==> config.mk <==
export PLATFORM = sky130hd
export DESIGN_NAME = radial_spotlight_luma
export DESIGN_NICKNAME = d
export VERILOG_FILES = /design/src/design/rsl_pkg.sv /design/src/design/rsl_dist.sv /design/src/design/rsl_sqrt_stage.sv /design/src/design/rsl_scale.sv /design/src/design/radial_spotlight_luma.sv
export SDC_FILE = /design/constraint.sdc
export NUM_CORES = 2
export LEC_CHECK = 0
export BUFFER_PORTS_ARGS = -buffer_cell sky130_fd_sc_hd__buf_2
export CORE_MARGIN = 4
export CORE_UTILIZATION = 60
export DETAILED_ROUTE_END_ITERATION = 12
export HOLD_SLACK_MARGIN = 0.15
export PLACE_DENSITY = 0.72
export SLEW_MARGIN = 15
export SYNTH_ARGS = -nofsm -noshare
export SYNTH_HDL_FRONTEND = slang
export SYNTH_SLANG_ARGS = --single-unit
==> constraint.sdc <==
create_clock -name clk -period 23 [get_ports clk]
set_input_delay 4.6 -clock clk [delete_from_list [all_inputs] [get_ports clk]]
set_output_delay 4.6 -clock clk [all_outputs]
set_load 0.03 [all_outputs]
==> src/design/rsl_pkg.sv <==
// rsl_pkg: shared types and constants for the radial spotlight luma block.
// No dependencies.
`timescale 1ns / 1ps

package rsl_pkg;

	localparam int LUM_W   = 17;
	localparam int CFG_W   = 12;
	localparam int DSQ_W   = 15;   // squared distance inside the radius fits here
	localparam int RAD_W   = 32;   // sqrt radicand, dsq << 16 zero padded
	localparam int ROOT_W  = 16;   // Q8.8 distance
	localparam int REM_W   = 17;   // remainder never exceeds 2*root
	localparam int SLOPE_W = 11;
	localparam int SQRT_STAGES = 8; // two root bits per stage

	localparam logic [DSQ_W-1:0]   RADIUS_SQ  = 15'd25600;
	localparam logic [LUM_W-1:0]   FAR_FACTOR = 17'd13107;
	localparam logic [LUM_W-1:0]   ONE_Q16    = 17'd65536;
	localparam logic [SLOPE_W-1:0] SLOPE_NUM  = 11'd1311;

	// register map
	localparam logic REG_CENTER_X = 1'b0;
	localparam logic REG_CENTER_Y = 1'b1;

	// word moving through the square root stages
	typedef struct packed {
		logic              far;
		logic [LUM_W-1:0]  lum;
		logic [RAD_W-1:0]  rad;
		logic [REM_W-1:0]  rem;
		logic [ROOT_W-1:0] root;
	} rsl_sq_t;

endpackage

==> src/design/rsl_dist.sv <==
// rsl_dist: stages 1 to 3, offset from center, squares, radius compare.
// Depends on rsl_pkg.
`timescale 1ns / 1ps

module rsl_dist #(
	parameter int COORD_BITS = 10
) (
	input  logic                              clk,
	input  logic                              arst_n,
	input  logic                              en,
	input  logic                              vin,
	input  logic [COORD_BITS-1:0]             pixel_x,
	input  logic [COORD_BITS-1:0]             pixel_y,
	input  logic [rsl_pkg::LUM_W-1:0]         lum_in,
	input  logic [rsl_pkg::CFG_W-1:0]         center_x,
	input  logic [rsl_pkg::CFG_W-1:0]         center_y,
	output logic                              vout,
	output rsl_pkg::rsl_sq_t                  sq_out
);
	import rsl_pkg::*;

	localparam int DW = ((COORD_BITS > CFG_W - 1) ? COORD_BITS : CFG_W - 1) + 2;
	localparam int AW = DW - 1;
	localparam int SW = 2 * AW + 1;

	logic signed [DW-1:0] px, py, cx, cy, dx, dy;
	logic [AW-1:0]        adx, ady;
	logic [LUM_W-1:0]     lum_sat;
	logic [SW-1:0]        dsq;

	logic                 v_s1, v_s2, v_s3;
	logic [AW-1:0]        adx_s1, ady_s1;
	logic [LUM_W-1:0]     lum_s1, lum_s2, lum_s3;
	logic [2*AW-1:0]      sqx_s2, sqy_s2;
	logic                 far_s3;
	logic [DSQ_W-1:0]     dsq_s3;

	always_comb begin
		px  = signed'({{(DW-COORD_BITS){1'b0}}, pixel_x});
		py  = signed'({{(DW-COORD_BITS){1'b0}}, pixel_y});
		cx  = signed'({{(DW-CFG_W){center_x[CFG_W-1]}}, center_x});
		cy  = signed'({{(DW-CFG_W){center_y[CFG_W-1]}}, center_y});
		dx  = px - cx;
		dy  = py - cy;
		adx = dx[DW-1] ? AW'(-dx) : AW'(dx);
		ady = dy[DW-1] ? AW'(-dy) : AW'(dy);
		lum_sat = (lum_in > ONE_Q16) ? ONE_Q16 : lum_in;
		dsq = SW'(sqx_s2) + SW'(sqy_s2);
	end

	always_ff @(posedge clk or negedge arst_n) begin
		if (!arst_n) begin
			v_s1 <= 1'b0;
			v_s2 <= 1'b0;
			v_s3 <= 1'b0;
		end else if (en) begin
			v_s1 <= vin;
			v_s2 <= v_s1;
			v_s3 <= v_s2;
		end
	end

	always_ff @(posedge clk) begin
		if (en) begin
			adx_s1 <= adx;
			ady_s1 <= ady;
			lum_s1 <= lum_sat;
			sqx_s2 <= adx_s1 * adx_s1;
			sqy_s2 <= ady_s1 * ady_s1;
			lum_s2 <= lum_s1;
			far_s3 <= dsq > SW'(RADIUS_SQ);
			dsq_s3 <= dsq[DSQ_W-1:0];
			lum_s3 <= lum_s2;
		end
	end

	assign vout = v_s3;
	always_comb begin
		sq_out.far  = far_s3;
		sq_out.lum  = lum_s3;
		sq_out.rad  = {{(RAD_W-DSQ_W-16){1'b0}}, dsq_s3, 16'b0};
		sq_out.rem  = '0;
		sq_out.root = '0;
	end

endmodule

==> src/design/rsl_sqrt_stage.sv <==
// rsl_sqrt_stage: one registered stage of the digit-by-digit square root,
// two root bits per stage. Depends on rsl_pkg.
`timescale 1ns / 1ps

module rsl_sqrt_stage (
	input  logic             clk,
	input  logic             arst_n,
	input  logic             en,
	input  logic             vin,
	input  rsl_pkg::rsl_sq_t din,
	output logic             vout,
	output rsl_pkg::rsl_sq_t dout
);
	import rsl_pkg::*;

	rsl_sq_t          nxt;
	logic [REM_W+1:0] r2;
	logic [REM_W+1:0] trial;
	logic             v_sx;
	rsl_sq_t          dat_sx;

	always_comb begin
		nxt = din;
		for (int k = 0; k < 2; k++) begin
			r2    = {nxt.rem, nxt.rad[RAD_W-1 -: 2]};
			trial = {1'b0, nxt.root, 2'b01};
			if (r2 >= trial) begin
				nxt.rem  = REM_W'(r2 - trial);
				nxt.root = {nxt.root[ROOT_W-2:0], 1'b1};
			end else begin
				nxt.rem  = REM_W'(r2);
				nxt.root = {nxt.root[ROOT_W-2:0], 1'b0};
			end
			nxt.rad = {nxt.rad[RAD_W-3:0], 2'b00};
		end
	end

	always_ff @(posedge clk or negedge arst_n) begin
		if (!arst_n) begin
			v_sx <= 1'b0;
		end else if (en) begin
			v_sx <= vin;
		end
	end

	always_ff @(posedge clk) begin
		if (en) begin
			dat_sx <= nxt;
		end
	end

	assign vout = v_sx;
	assign dout = dat_sx;

endmodule

==> src/design/rsl_scale.sv <==
// rsl_scale: falloff factor from the Q8.8 distance and the final luminance
// multiply, three register stages. Depends on rsl_pkg.
`timescale 1ns / 1ps

module rsl_scale (
	input  logic                      clk,
	input  logic                      arst_n,
	input  logic                      en,
	input  logic                      vin,
	input  rsl_pkg::rsl_sq_t          din,
	output logic                      vout,
	output logic [rsl_pkg::LUM_W-1:0] lum_out
);
	import rsl_pkg::*;

	localparam int PW = ROOT_W + SLOPE_W;
	localparam int MW = 2 * LUM_W;

	logic               va_s, vb_s, vc_s;
	logic [PW-1:0]      prod_s12;
	logic               far_s12;
	logic [LUM_W-1:0]   lum_s12, lum_s13, out_s14;
	logic [LUM_W-1:0]   factor_s13;
	logic [MW-1:0]      scaled;

	assign scaled = MW'(lum_s13) * MW'(factor_s13);

	always_ff @(posedge clk or negedge arst_n) begin
		if (!arst_n) begin
			va_s <= 1'b0;
			vb_s <= 1'b0;
			vc_s <= 1'b0;
		end else if (en) begin
			va_s <= vin;
			vb_s <= va_s;
			vc_s <= vb_s;
		end
	end

	always_ff @(posedge clk) begin
		if (en) begin
			prod_s12   <= PW'(din.root) * PW'(SLOPE_NUM);
			far_s12    <= din.far;
			lum_s12    <= din.lum;
			factor_s13 <= far_s12 ? FAR_FACTOR : ONE_Q16 - LUM_W'(prod_s12[PW-1:10]);
			lum_s13    <= lum_s12;
			out_s14    <= scaled[16 +: LUM_W];
		end
	end

	assign vout    = vc_s;
	assign lum_out = out_s14;

endmodule

==> src/design/radial_spotlight_luma.sv <==
// radial_spotlight_luma: scales pixel luminance by a radial falloff around a
// configurable center. Fourteen register stages, passed in order by every
// accepted word. One pixel per cycle sustained while the output is not
// stalled; every stage is registered and moves together.
// The whole pipe advances when out_ready is high or the output stage is empty.
// Reset clears all stage valids and sets the center to (0, 0).
// Depends on rsl_pkg, rsl_dist, rsl_sqrt_stage, rsl_scale.
`timescale 1ns / 1ps

module radial_spotlight_luma #(
	parameter int COORD_BITS = 10
) (
	input  logic                      clk,
	input  logic                      arst_n,
	// pixel input
	input  logic                      in_valid,
	output logic                      in_ready,
	input  logic [COORD_BITS-1:0]     pixel_x,
	input  logic [COORD_BITS-1:0]     pixel_y,
	input  logic [rsl_pkg::LUM_W-1:0] lum_in,
	// result output
	output logic                      out_valid,
	input  logic                      out_ready,
	output logic [rsl_pkg::LUM_W-1:0] lum_out,
	// config writes
	input  logic                      cfg_we,
	input  logic                      cfg_addr,
	input  logic [rsl_pkg::CFG_W-1:0] cfg_wdata
);
	import rsl_pkg::*;

	// global stall: every stage moves together, so nothing is dropped or
	// duplicated; bubbles just travel along with their valid bit
	logic en;

	logic [CFG_W-1:0] center_x_q, center_y_q;

	// sqrt chain, entry 0 is the distance stage output
	logic    sv [SQRT_STAGES+1];
	rsl_sq_t sd [SQRT_STAGES+1];

	assign en       = out_ready | ~out_valid;
	assign in_ready = en;

	always_ff @(posedge clk or negedge arst_n) begin
		if (!arst_n) begin
			center_x_q <= '0;
			center_y_q <= '0;
		end else if (cfg_we) begin
			case (cfg_addr)
				REG_CENTER_X: center_x_q <= cfg_wdata;
				REG_CENTER_Y: center_y_q <= cfg_wdata;
				default: ;
			endcase
		end
	end

	// stages 1-3: |dx|, |dy|, squares, compare against 160^2
	rsl_dist #(
		.COORD_BITS(COORD_BITS)
	) u_dist (
		.clk      (clk),
		.arst_n   (arst_n),
		.en       (en),
		.vin      (in_valid),
		.pixel_x  (pixel_x),
		.pixel_y  (pixel_y),
		.lum_in   (lum_in),
		.center_x (center_x_q),
		.center_y (center_y_q),
		.vout     (sv[0]),
		.sq_out   (sd[0])
	);

	// stages 4-11: floor(sqrt(dsq << 16)), two result bits per stage
	for (genvar g = 0; g < SQRT_STAGES; g++) begin : g_sqrt
		rsl_sqrt_stage u_stage (
			.clk    (clk),
			.arst_n (arst_n),
			.en     (en),
			.vin    (sv[g]),
			.din    (sd[g]),
			.vout   (sv[g+1]),
			.dout   (sd[g+1])
		);
	end

	// stages 12-14: slope multiply, factor select, luminance multiply
	rsl_scale u_scale (
		.clk     (clk),
		.arst_n  (arst_n),
		.en      (en),
		.vin     (sv[SQRT_STAGES]),
		.din     (sd[SQRT_STAGES]),
		.vout    (out_valid),
		.lum_out (lum_out)
	);

endmodule

# After elaboration in Yosys (flattened, before gate mapping)

Cells that the tools add are included.

Register bits after elaboration: 688
Latch bits: 0
Memory bits (writable): 0
ROM bits: 0
Input port bits: 55
Output and inout port bits: 19
Word-level logic and storage cells: 134
Memories: 0

Add/sub/neg operators: 21
$mul: 4
Divide/modulo/power cells: 0
$lt $le $gt $ge: 18
Eq/ne operators: 0
Shifts and indexed selects: 0
Muxes and demuxes: 18
Bitwise gates (word level): 3
Reductions and logical operators: 2

Operators with widths:

| kind                   | number |
|---|---|
| $mux 33                | 15 |
| $ge 19x18->1           | 15 |
| $sub 17x17->17         | 14 |
| $mul 12x12->24         | 2 |
| $mul 17x17->33         | 1 |
| $mul 16x11->27 const B | 1 |
| $sub 11x12->13         | 2 |
| $add 24x24->25         | 1 |
| $gt 25x15->1 const B   | 1 |
| $mux 12                | 2 |
| $neg 12->12            | 2 |
| $gt 17x17->1 const B   | 1 |
| $sub 17x17->17 const A | 1 |
| $reduce_and 2->1       | 2 |
| $not 1->1              | 2 |
| $sub 1x1->2 const B    | 1 |
| $ge 1x1->1 const B     | 1 |
| $mux 1                 | 1 |
| $or 1x1->1             | 1 |

# Depth between registers and ports, before layout

Word-level depth: 4
Gate-level depth with buffers: 25
Mapped depth without buffers: 24

# Cells and area by module

A second synthesis with hierarchy kept.

Cells, all modules: 6365
Area, all modules: 69837.0 µm²

Modules (own cells, without submodules):

| module                                  | times used | cells each | area an instance (µm²) | seq. area each (µm²) |
|---|---|---|---|---|
| rsl_sqrt_stage at g_sqrt[4].u_stage ... | 4          | 399        | 4702.0                 | 2397.3 |
| rsl_scale                               | 1          | 1519       | 15501.1                | 2657.5 |
| rsl_dist                                | 1          | 1553       | 15444.8                | 4189.0 |
| rsl_sqrt_stage at g_sqrt[0].u_stage ... | 3          | 418        | 4819.6                 | 2397.3 |
| rsl_sqrt_stage at g_sqrt[3].u_stage     | 1          | 390        | 4664.5                 | 2397.3 |
| radial_spotlight_luma                   | 1          | 53         | 959.7                  | 600.6 |

# Least setup slack after synthesis

Ideal clock, no wire load.

Path type: input-to-output
Start: input port out_ready
End: output port in_ready
Arrival time: 16.092 ns
Required time: 18.400 ns
Setup slack: 2.308 ns
Cell stages on the path: 4
Buffers on the path: 2
Cells stage by stage: nor2b_1 > clkbuf_1 > clkbuf_1 > inv_1

Cells in the longest elaborated chain, start to end: 1

RTL lines:

| element     | line                        | text |
|---|---|---|
| from (decl) | radial_spotlight_luma.sv:23 | `input logic out_ready,` |
| $or 1x1->1  | radial_spotlight_luma.sv:42 | `assign en = out_ready \| ~out_valid;` |
| to (decl)   | radial_spotlight_luma.sv:17 | `output logic in_ready,` |

Every way passes these cells.

# Worst setup path after layout

Same ends and word-level chain as after synthesis.

==> results.cfg <==
[run_status]
status = complete, no violations

[setup_path]
slowest_delay_ps = 290
start_kind = input pin
critPathBufInv = 4
critical-path-top-delay-family = buffers and inverters
cp-end-kind = output pin
worst_path_max_delay_cell = inv_8
path_class = in2out
cp.required_ps = 18400
crit_chain = buf_2, nor2b_1, buf_4, inv_8, buf_2
critPathMostFrequentCell = buf_2
critPathArrivalTime_ps = 5630
path_max_fanout = 57

[clock_tree]
hold_buffers = 0
ctsResizeCount = 0
post_cts_buffers = 0
clock_latency_ps = 630
cts_tree = done
cts_root_buf = clkbuf_16
cts-htree-levels = 3
cts.sinks = 605
clk_path_buf_depth = 3
numCtsBuffers = 68
clk_pin_slew_worst_paths_ps = 60

[global_routing]
gr-usage-all-layers_pct = 21.5
antenna_found_initial = 1
overflow = 0
grt_pass1_wl_um = 152000
grt_max_degree = 82
first_global_vias = 31357

[synth]
ys.flop_type = edfxtp_1
synth_top_family_by_area = adder cells
synth_edf_count = 567
synth_fa_ha_area_share_pct = 31.0
synth_xor_area_share_pct = 4.46
yosys_register_bits = 605
syn_nets = 5391
synth_compound_area_share_pct = 7.63
netlist_instances = 4396
synth_most_common_cell = inv_1
ys_seq_area_share_pct = 36.9
yosys.area.top_type = edfxtp_1
syn_area_um2 = 48700
ys_types = 82
async_flop_share_pct = 6.28
syn_avg_cell_area_um2 = 11.1
synth_top_area_share_pct = 35.0
yosysWarnings = 0
ys_top_cells_by_count = inv_1, edfxtp_1, ha_1
muxShareOfSynthArea_pct = 1.89
synthSimpleGateAreaFrac_pct = 11.9
ys_top_cells_by_area = edfxtp_1, fa_1, ha_1

[detailed_routing]
first_iter_violations = 1578
antenna_left = 0
viasPerCell = 5.50
via_count = 30581
drc = 0
routed_wl_um = 90100
wl_per_cell_um = 16.2
firstDrtPassIters = 5

[sta]
clock_skew_ps = 42.7
max_clock_freq_mhz = 97.8
max_slew.worst_pin.slew_ps = 1100
setup_viol = 0
final_max_slew_viol_count = 0
hold_viol = 0
slew_headroom_pct = 26.1
fin_crit_sh_pct = 44.5
rsz0062_at_grt = no
tns_ps = 0
fin_ws_ps = 12770
fin_crit_ps = 10230

[final_layout]
fillers = 6211
drive_gt1_share_pct = 6.97
fin_cells = 5564
syn_to_final_growth_pct = 7.56
multi_input_area_um2 = 27700
regArea_um2 = 18000
nNetsFinal = 5442

[min_path]
hp-class = reg2reg

[run]
maxCapViolCount = 0

[floorplanning]
core-area_um2 = 80400
die_w_um = 293
die_area_um2 = 85800
floorplan.io_pins = 74
start_util_pct = 60.6
rows = 104
die_h_um = 293

[place]
dp.cells = 5437
pre_cts_slack_ps = 12760
hpwl_um = 68200
port_buffers = 73
gp_congestion = 0.832
[per-stage QoR]
step	area, um^2	hold slack [ps]	utilization [%]
after floorplan	48700	400	-
after global placement	50100	400	62.3
after detailed placement	50100	405	62.3
after CTS	52400	391	65.1
after global routing	52400	400	65.1
final	52400	390	65.1
[placed cells by master (no fill, tap or decap), types with 13 or more instances in the layout]
cell / netlist / final
a211oi_1: 20 / 20
a21boi_0: 14 / 14
a21o_1: 58 / 58
a21oi_1: 145 / 145
a31oi_1: 16 / 16
and2_1: 222 / 222
and3_1: 26 / 26
buf_2: 3 / 73
buf_4: 2 / 17
clkbuf_16: 0 / 68
clkinv_2: 0 / 13
dfrtp_1: 38 / 38
edfxtp_1: 567 / 567
fa_1: 447 / 447
ha_1: 493 / 493
inv_1: 683 / 682
mux2_2: 70 / 70
mux2i_1: 13 / 13
nand2_1: 351 / 351
nand2b_1: 30 / 30
nand3_1: 31 / 31
nand4_1: 17 / 17
nor2_1: 215 / 215
nor2b_1: 57 / 57
nor3_1: 83 / 83
nor4_1: 21 / 21
o211ai_1: 14 / 14
o21a_1: 39 / 39
o21ai_0: 142 / 142
o21bai_1: 15 / 15
o31ai_1: 14 / 14
or2_2: 21 / 21
or3_1: 24 / 24
xnor2_1: 175 / 175
xor2_1: 73 / 73
[final cells by class]
class / instances / area share, %
multi-input cells: 2997 / 52.9
well taps: 1060 / 2.53
repair buffers: 90 / 0.941
flip-flops and latches: 605 / 34.3
diodes: 2 / 0.00956
inverters: 685 / 4.92
clock inverters: 48 / 1.07
clock buffers: 77 / 3.31
[state kept, by name (all words and copies together) (netlist names), 8 cells and up]
register and flops:
u_dist.lum_s1 17, g_sqrt.u_stage.vout 8, u_dist.adx_s1 12, u_dist.sqx_s2 23, u_scale.lum_out 17, u_dist.lum_s3 17
u_dist.ady_s1 12, u_scale.lum_s13 17, center_x_q 12, u_dist.sqy_s2 23, u_scale.lum_s12 17, u_dist.dsq_s3 15
u_scale.prod_s12 17, u_scale.factor_s13 17, center_y_q 12, u_dist.lum_s2 17, g_sqrt.u_stage.dout 344
[layer usage]
layer | GRT usage [%] | vias up | share of wire (%)
li1 | - | 14917 | -
met1 | 28.0 | 14991 | 43
met2 | 37.8 | 523 | 51
met3 | 3.00 | 150 | 4.0
met4 | 6.32 | 0 | 2.5
met5 | 0 | - | 0
[cells by family after synthesis]
| group | count (synthesis) |
|---|---|
| AOI/OAI and AO/OA | 574 |
| xor gates and xnor gates | 248 |
| adders and majority gates | 940 |
| buffers and inverters | 794 |
| DFF | 605 |
| muxes | 83 |
| and+or+nand+nor | 1152 |
[worst paths after layout]
kind                                              startpoint  slack (ps)  cells after the start                                    to
worst max-delay path                               out_ready       12770                      5                              in_ready
worst min-delay path              u_dist.dsq_s3[4]$_DFFE_PP_         390                      0  g_sqrt[0].u_stage.dout[57]$_DFFE_PP_
worst max register to register  u_scale.lum_s13[8]$_DFFE_PP_       15450                     22          u_scale.lum_out[8]$_DFFE_PP_
worst min register to register    u_dist.dsq_s3[4]$_DFFE_PP_         390                      0  g_sqrt[0].u_stage.dout[57]$_DFFE_PP_
max in group asynchronous                             arst_n       18380                      1            center_x_q[10]$_DFFE_PN0P_
min in group asynchronous                             arst_n        4090                      1    g_sqrt[0].u_stage.vout$_DFFE_PN0P_
[worst register-to-register path, stage by stage (launching register included)]
cell      delay, ps
edfxtp_1        740
and2_1          310
fa_1            500
inv_1            50
fa_1            490
fa_1            510
inv_1            50
fa_1            480
fa_1            550
inv_1            50
fa_1            520
inv_1            40
ha_1            280
a211o_1         150
a21oi_1          40
o21ai_0          70
a21oi_1         110
o31ai_1         770
a21oi_1         250
o21ai_0         490
o21a_1          190
nor2_1           50
xnor2_1         530
Power is left out: the tool's default activity adds up to more than one toggle a clock period on the data nets, which glitch-free logic cannot reach.
